**config.mk**
```make
export PLATFORM = sky130hd
export DESIGN_NAME = tmat_scan_unit
export DESIGN_NICKNAME = d
export VERILOG_FILES = /design/src/rtl/tmat_pkg.sv /design/src/rtl/tmat_scan_unit.sv
export SDC_FILE = /design/constraint.sdc
export NUM_CORES = 1
export LEC_CHECK = 0
export BUFFER_PORTS_ARGS = -buffer_cell sky130_fd_sc_hd__buf_2
export CAP_MARGIN = 5
export CORE_ASPECT_RATIO = 0.75
export CORE_MARGIN = 2
export CORE_UTILIZATION = 37
export DETAILED_ROUTE_END_ITERATION = 8
export GPL_TIMING_DRIVEN = 0
export PLACE_DENSITY = 0.79
export RECOVER_POWER = 25
export SYNTH_ARGS = -nofsm -noshare
export SYNTH_HDL_FRONTEND = slang
export SYNTH_SLANG_ARGS = --single-unit
```
**constraint.sdc**
```tcl
create_clock -name clk -period 4.7 [get_ports clk]
set_input_delay 0.705 -clock clk [delete_from_list [all_inputs] [get_ports clk]]
set_output_delay 0.705 -clock clk [all_outputs]
set_load 0.02 [all_outputs]
```
**src/rtl/tmat_pkg.sv**
```systemverilog
package tmat_pkg;

  // Field widths of the request and response transactions.
  localparam int OP_W         = 2;
  localparam int MAC_W        = 48;
  localparam int KIND_W       = 3;
  localparam int TAG_W        = 32;
  localparam int STATUS_W     = 3;
  localparam int SLOT_INDEX_W = 6;

  localparam int DEFAULT_TABLE_ENTRIES = 64;

  // Operation codes.
  localparam logic [OP_W-1:0] OP_LOOKUP = 2'd0;
  localparam logic [OP_W-1:0] OP_INSERT = 2'd1;
  localparam logic [OP_W-1:0] OP_REMOVE = 2'd2;

  // Kind codes.
  localparam logic [KIND_W-1:0] KIND_ANY  = 3'd0;
  localparam logic [KIND_W-1:0] KIND_LAST = 3'd4;

  // Status codes.
  localparam logic [STATUS_W-1:0] ST_OK      = 3'd0;
  localparam logic [STATUS_W-1:0] ST_UPDATED = 3'd1;
  localparam logic [STATUS_W-1:0] ST_ABSENT  = 3'd2;
  localparam logic [STATUS_W-1:0] ST_INVALID = 3'd3;
  localparam logic [STATUS_W-1:0] ST_FULL    = 3'd4;

  // One word of the table store.
  typedef struct packed {
    logic              valid;
    logic [MAC_W-1:0]  mac;
    logic [KIND_W-1:0] kind;
    logic [TAG_W-1:0]  payload;
  } entry_t;

  // Control from the sequencer to the scan unit.
  typedef struct packed {
    logic restart;
    logic sample;
  } scan_ctl_t;

  // Running results of a scan.
  typedef struct packed {
    logic              hit;
    logic [KIND_W-1:0] hit_kind;
    logic [TAG_W-1:0]  hit_payload;
    logic              free_seen;
  } scan_res_t;

endpackage

```
**src/rtl/tmat_scan_unit.sv**
```systemverilog
module tmat_scan_unit #(
  parameter int TABLE_ENTRIES = tmat_pkg::DEFAULT_TABLE_ENTRIES
) (
  input  logic                              clk,
  input  logic                              rst,
  input  tmat_pkg::scan_ctl_t               ctl,
  input  logic [$clog2(TABLE_ENTRIES)-1:0]  cmp_idx,
  input  logic [tmat_pkg::MAC_W-1:0]        req_mac,
  input  logic [tmat_pkg::KIND_W-1:0]       req_kind,
  input  tmat_pkg::entry_t                  rd_entry,
  output tmat_pkg::scan_res_t               res,
  output logic [$clog2(TABLE_ENTRIES)-1:0]  hit_idx,
  output logic [$clog2(TABLE_ENTRIES)-1:0]  free_idx
);

  logic mac_match;
  logic take_hit;
  logic take_free;

  // A wildcard keeps the lowest kind seen, the earliest slot on a tie; a
  // specific kind keeps the first slot that holds it.
  always_comb begin
    mac_match = rd_entry.valid && (rd_entry.mac == req_mac);
    if (req_kind == tmat_pkg::KIND_ANY) begin
      take_hit = mac_match && (!res.hit || (rd_entry.kind < res.hit_kind));
    end else begin
      take_hit = mac_match && (rd_entry.kind == req_kind) && !res.hit;
    end
    take_free = !rd_entry.valid && !res.free_seen;
  end

  always_ff @(posedge clk) begin
    if (rst || ctl.restart) begin
      res.hit       <= 1'b0;
      res.free_seen <= 1'b0;
    end else if (ctl.sample) begin
      if (take_hit) begin
        res.hit         <= 1'b1;
        res.hit_kind    <= rd_entry.kind;
        res.hit_payload <= rd_entry.payload;
        hit_idx         <= cmp_idx;
      end
      if (take_free) begin
        res.free_seen <= 1'b1;
        free_idx      <= cmp_idx;
      end
    end
  end

endmodule

```
After elaboration in Yosys (flattened, before gate mapping)
Index checks and enable logic that the tools add are counted.
{"block": "word_totals", "input_bits": 145, "out_inout_bits": 49, "mem_bits_ro": 0, "latchBits": 0, "register_bits": 49, "memories": 0, "wordCells": 26, "mem_bits_rw": 0}
{"block": "op_classes", "n_eq_ne": 2, "n_mux": 1, "order_cmp": 1, "bitwise_logic": 1, "n_reduce_logical": 15, "shifts": 0, "div": 0, "multipliers": 0, "n_addsub": 0}
{"operator": "== test 48 bit", "count": 1}
{"operator": "AND reduction 3 bit", "count": 2}
{"operator": "logical AND 1 bit", "count": 5}
{"operator": "AND reduction 2 bit", "count": 2}
{"operator": "== test 3 bit", "count": 1}
{"operator": "logical NOT 1 bit", "count": 3}
{"operator": "logical NOT 3 bit", "count": 1}
{"operator": "less-than comparator 3 bit", "count": 1}
{"operator": "logical OR 1 bit", "count": 2}
{"operator": "2-to-1 mux 1 bit", "count": 1}
{"operator": "inverter 1 bit", "count": 1}

Depth between registers and ports, before layout
{"block": "depth", "word_depth": 6, "mapped_depth": 6, "depth_no_buf": 6}

Worst setup path before layout
OpenSTA, ideal clock, no wires.
{"block": "synth_path", "path_type": "input-to-reg", "start": "in req_mac[5] (netlist name)", "end": "reg hit_idx[0], enable pin", "path_stages": 5, "n_path_buf": 0, "path_slack_ps": 921, "t_required_ps": 4261, "t_arrival_ps": 3340, "setup_ps": 439, "cell_sequence": "nor2b_1 -> a2111o_1 -> nor4_1 -> nand4_1 -> nor2_1"}
{"block": "synth_via", "elab_chain_cells": 6, "elab_cells_between_ends": 7, "cone_classes": "1 x eq/ne; 1 x mux; 5 x reduce/logical"}
{"element": "from (decl)", "line": "tmat_scan_unit.sv:8", "rtl": "input logic [tmat_pkg::MAC_W-1:0] req_mac,"}
{"element": "== test 48 bit (*)", "line": "tmat_scan_unit.sv:23", "rtl": "mac_match = rd_entry.valid && (rd_entry.mac == req_mac);"}
{"element": "logical AND 1 bit (*)", "line": "tmat_scan_unit.sv:23"}
{"element": "logical AND 1 bit (2 in a row)", "line": "tmat_scan_unit.sv:27", "rtl": "take_hit = mac_match && (rd_entry.kind == req_kind) && !res.hit;"}
{"element": "2-to-1 mux 1 bit (*)", "line": "tmat_scan_unit.sv:24", "rtl": "if (req_kind == tmat_pkg::KIND_ANY) begin"}
{"element": "AND reduction 3 bit (no line) (*)"}
{"element": "to (signal assigned)", "line": "tmat_scan_unit.sv:41", "rtl": "hit_idx <= cmp_idx;"}
{"element": "to (decl)", "line": "tmat_scan_unit.sv:12", "rtl": "output logic [$clog2(TABLE_ENTRIES)-1:0] hit_idx,"}
Every way passes the cells marked *; elsewhere a longest branch is shown, timed or not.
A chain may end at the register's enable or synchronous reset.

Worst setup path in the final report
{"block": "layout_path", "start": "in req_mac[5] (netlist name)", "end": "reg res[19] (netlist name), enable pin"}
{"block": "layout_via", "elab_chain_cells": 6, "elab_cells_between_ends": 7, "cone_classes": "1 x eq/ne; 1 x mux; 5 x reduce/logical"}
{"element": "== test 48 bit (*)", "line": "tmat_scan_unit.sv:23"}
{"element": "logical AND 1 bit (*)", "line": "tmat_scan_unit.sv:23"}
{"element": "logical AND 1 bit (2 in a row)", "line": "tmat_scan_unit.sv:27"}
{"element": "2-to-1 mux 1 bit (*)", "line": "tmat_scan_unit.sv:24"}
{"element": "AND reduction 3 bit (no line) (*)"}
{"element": "to (decl)", "line": "tmat_scan_unit.sv:11", "rtl": "output tmat_pkg::scan_res_t res,"}
Marks and branches as above.

==> flow_summary.toml <==
[worst_setup_path]
crit_arrival_ps = 2490
worst_path_dominant_cell_family = "simple AND/OR/NAND/NOR gates"
worst-path-buf-inv = 2
cpMaxStageDelayCell = "sky130_fd_sc_hd__a2111o_1"
worst_path_cell_chain = "buf_2 > nor2b_1 > a2111o_1 > nor4_1 > nand4_1 > nor2_4 > buf_12"
worstSetupPathType = "input port to flop"
cp-end-kind = "flop"
r2r_cells = 7
required_time_of_the_worst_setup_path_ps = 4700
cp-start-kind = "input port"
worst-path-stages = 7
worstPathMaxFanout = 31
crit_path_max_incr_delay_ps = 380

[layout]
diodes = 0
utilization_of_the_core_after_routing = 0.583
syn_to_final_growth_pct = 54.4
final.fill_count = 507
proportion_of_layout_cells_with_a_drive_suffix_above_1 = 0.585
nets = 495
final_design_area_no_fill_mm2 = 0.00334

[grt]
via_count_of_the_first_global_routing_pass = 1986
antenna_found_initial = 0
grt_first_pass_wirelength_um = 8670
globalRoute.totalOverflow = 0
grt_usage = 0.172
pin_count_of_the_biggest_net_entering_global_routing = 32

[synthesis]
synth_common_cells = "sky130_fd_sc_hd__edfxtp_1 (47), sky130_fd_sc_hd__xnor2_1 (34), sky130_fd_sc_hd__inv_1 (12)"
synth_warnings = 0
synth_ff_type = "sky130_fd_sc_hd__edfxtp_1"
synthDominantAreaCellType = "sky130_fd_sc_hd__edfxtp_1"
ys_types = 31
synthesis.nets = 294
number_of_enable_type_register_cells_in_the_synthesized_netlist = 47
yosys.cell_count.top_type = "sky130_fd_sc_hd__edfxtp_1"
yosysSeqAreaShare = 0.670
postSynth.asyncResetShare = 0
yosys.area.top_type_share = 0.652
synthTopCellsByArea = "sky130_fd_sc_hd__edfxtp_1 (65%), sky130_fd_sc_hd__xnor2_1 (14%), sky130_fd_sc_hd__nand4_1 (2.6%)"
postSynthRegisterBits = 49
syn-mean-instance-area_um2 = 14.7
synth.cell_area_mm2 = 0.00217
synthesis.instances = 147

[floorplan]
chipHeight_um = 70.3
core.rowCount = 24
initial_core_util = 0.378
die_x_um = 92.3
ioPinCount = 194
floorplan.core_area_mm2 = 0.00574
die_area_mm2 = 0.00649

[sta]
setup_viol_count_final = 0
post-route-min-period_ps = 2490
maxClockFrequency_mhz = 402
grt_setup_unrepaired = "false"
final.setup.tns_ps = 0
maxSlewHeadroom = 0.685
final-hold-violation-count = 0
finalCritPeriodShare = 0.529
worstMarginPinSlew_ps = 461
timing_max_transition_violations_final = 0
finClkSkew_ps = 7.24

[routing]
routed_via_density = 4.41
vias = 1884
drc = 0
detailed_route_wire_length_per_cell_um = 13.0
drt_first_iter_violations = 84
final_antenna_net_count = 0
detail_route.wirelength_um = 5560
first_pass_iters = 4

[placement]
gp_routability_congestion = 0.719
port_buffers = 193
dpl-instance-area_mm2 = 0.00326
place.detailed.hpwl_um = 4840

[pwr]
switching_power_share_of_the_total = 0.214
pwr-share-comb = 0.144
power_mw = 0.836
cell_internal_pwr_mw = 0.657
clock_power_share = 0.283
irDropWorstVdd_v = 0.000133
net-switching-power_mw = 0.178
power_per_cell_area_mw_per_mm2 = 250
static_leakage_power_nw = 1.50
seqPwrFrac = 0.573

[job]
max_cap_viols = 0

[clock_tree]
cts_post_setup_buffers_inserted = 0
worst_setup_hold_path_clk_slew_ps = 80
cts.path.max_buffers = 2
clock_sinks = 49
insertion_delay_ps = 290
cts-hold-fix-buffers = 0
cts-root-buf = "sky130_fd_sc_hd__clkbuf_8"
clock_tree_from_tritoncts = "done"
clock_tree.htree_level_count = 2
cts_buffers = 5
postCtsResizedCells = 0

[min_path]
worst_hold_path_type = "flop to flop"
worstHoldPathCells = 2

[outcome]
outcome = "complete, no violations"
==> final cells by class <==
class | instances | area [µm²] | area share
Clock buffer | 6 | 72.6 | 0.0217
Clock inverter | 2 | 13.8 | 0.00412
Inverter | 13 | 48.8 | 0.0146
Multi-Input combinational cell | 85 | 673 | 0.201
Sequential cell | 49 | 1450 | 0.434
Tap cell | 78 | 97.6 | 0.0292
Timing Repair Buffer | 194 | 986 | 0.295
==> power groups by stage <==
stage               clock (mW)  combinational [mW]  sequential [mW]
finish                   0.236               0.120            0.479
global route             0.261               0.134            0.479
CTS                      0.247               0.122            0.479
detailed placement           0               0.122            0.489
global placement             0               0.117            0.489
floorplan                    0              0.0435            0.491
==> worst reg2reg max path, cell delays in order (launching register included) <==
cell and delay [ps]:
sky130_fd_sc_hd__edfxtp_1 390, sky130_fd_sc_hd__inv_1 70, sky130_fd_sc_hd__ha_1 210, sky130_fd_sc_hd__a211o_1 260, sky130_fd_sc_hd__o211ai_1 90, sky130_fd_sc_hd__nand4_1 190
sky130_fd_sc_hd__nor2_4 360, sky130_fd_sc_hd__buf_12 250
==> cell usage in the layout (no fill, tap or decap), types with 2 or more instances in the layout <==
cell,instances
sky130_fd_sc_hd__a22oi_1,2
sky130_fd_sc_hd__buf_2,193
sky130_fd_sc_hd__clkbuf_8,5
sky130_fd_sc_hd__dfxtp_1,2
sky130_fd_sc_hd__edfxtp_1,47
sky130_fd_sc_hd__ha_1,2
sky130_fd_sc_hd__inv_1,12
sky130_fd_sc_hd__nand2_1,2
sky130_fd_sc_hd__nand2b_1,3
sky130_fd_sc_hd__nand4_1,9
sky130_fd_sc_hd__nor2b_1,3
sky130_fd_sc_hd__nor4_1,3
sky130_fd_sc_hd__o22ai_1,3
sky130_fd_sc_hd__xnor2_1,34
sky130_fd_sc_hd__xor2_1,6
==> sequential cells by signal (all words and copies together), names as in the netlist <==
signal and count:
res 37, hit_idx 6, free_idx 6
==> layer usage <==
layer,track usage,part of all wire,wire length [µm],up-vias
met1,0.190,0.37,2060,824
met4,0.0448,0.0099,55,0
li1,-,-,-,946
met5,0,0,0,-
met3,0.0356,0.084,467,6
met2,0.335,0.54,2980,108
==> through the flow <==
stage,hold slack [ps],instances,setup WS [ps]
final,498,427,2210
after global routing,512,427,2000
after CTS,494,427,2160
after detailed placement,478,419,1850
after global placement,481,418,-46.2
after floorplan,544,147,921
==> logic make-up after synthesis <==
| group | share of synthesized area |
|---|---|
| AO/OA/AOI/OAI | 0.0531 |
| XOR/XNOR | 0.162 |
| adder cells (fa/ha/maj) | 0.0116 |
| buffers and inverters | 0.0225 |
| flip-flops | 0.670 |
| AND/OR/NAND/NOR | 0.0809 |
==> final timing paths <==
check                                start  endpoint  slack [ps]
worst max-delay path            req_mac[5]   res[19]        2210
worst min-delay path               res[36]   res[36]         500
worst max register to register     res[34]   res[19]        2600
worst min register to register     res[36]   res[36]         500
Power figures use the tool's default switching activity.
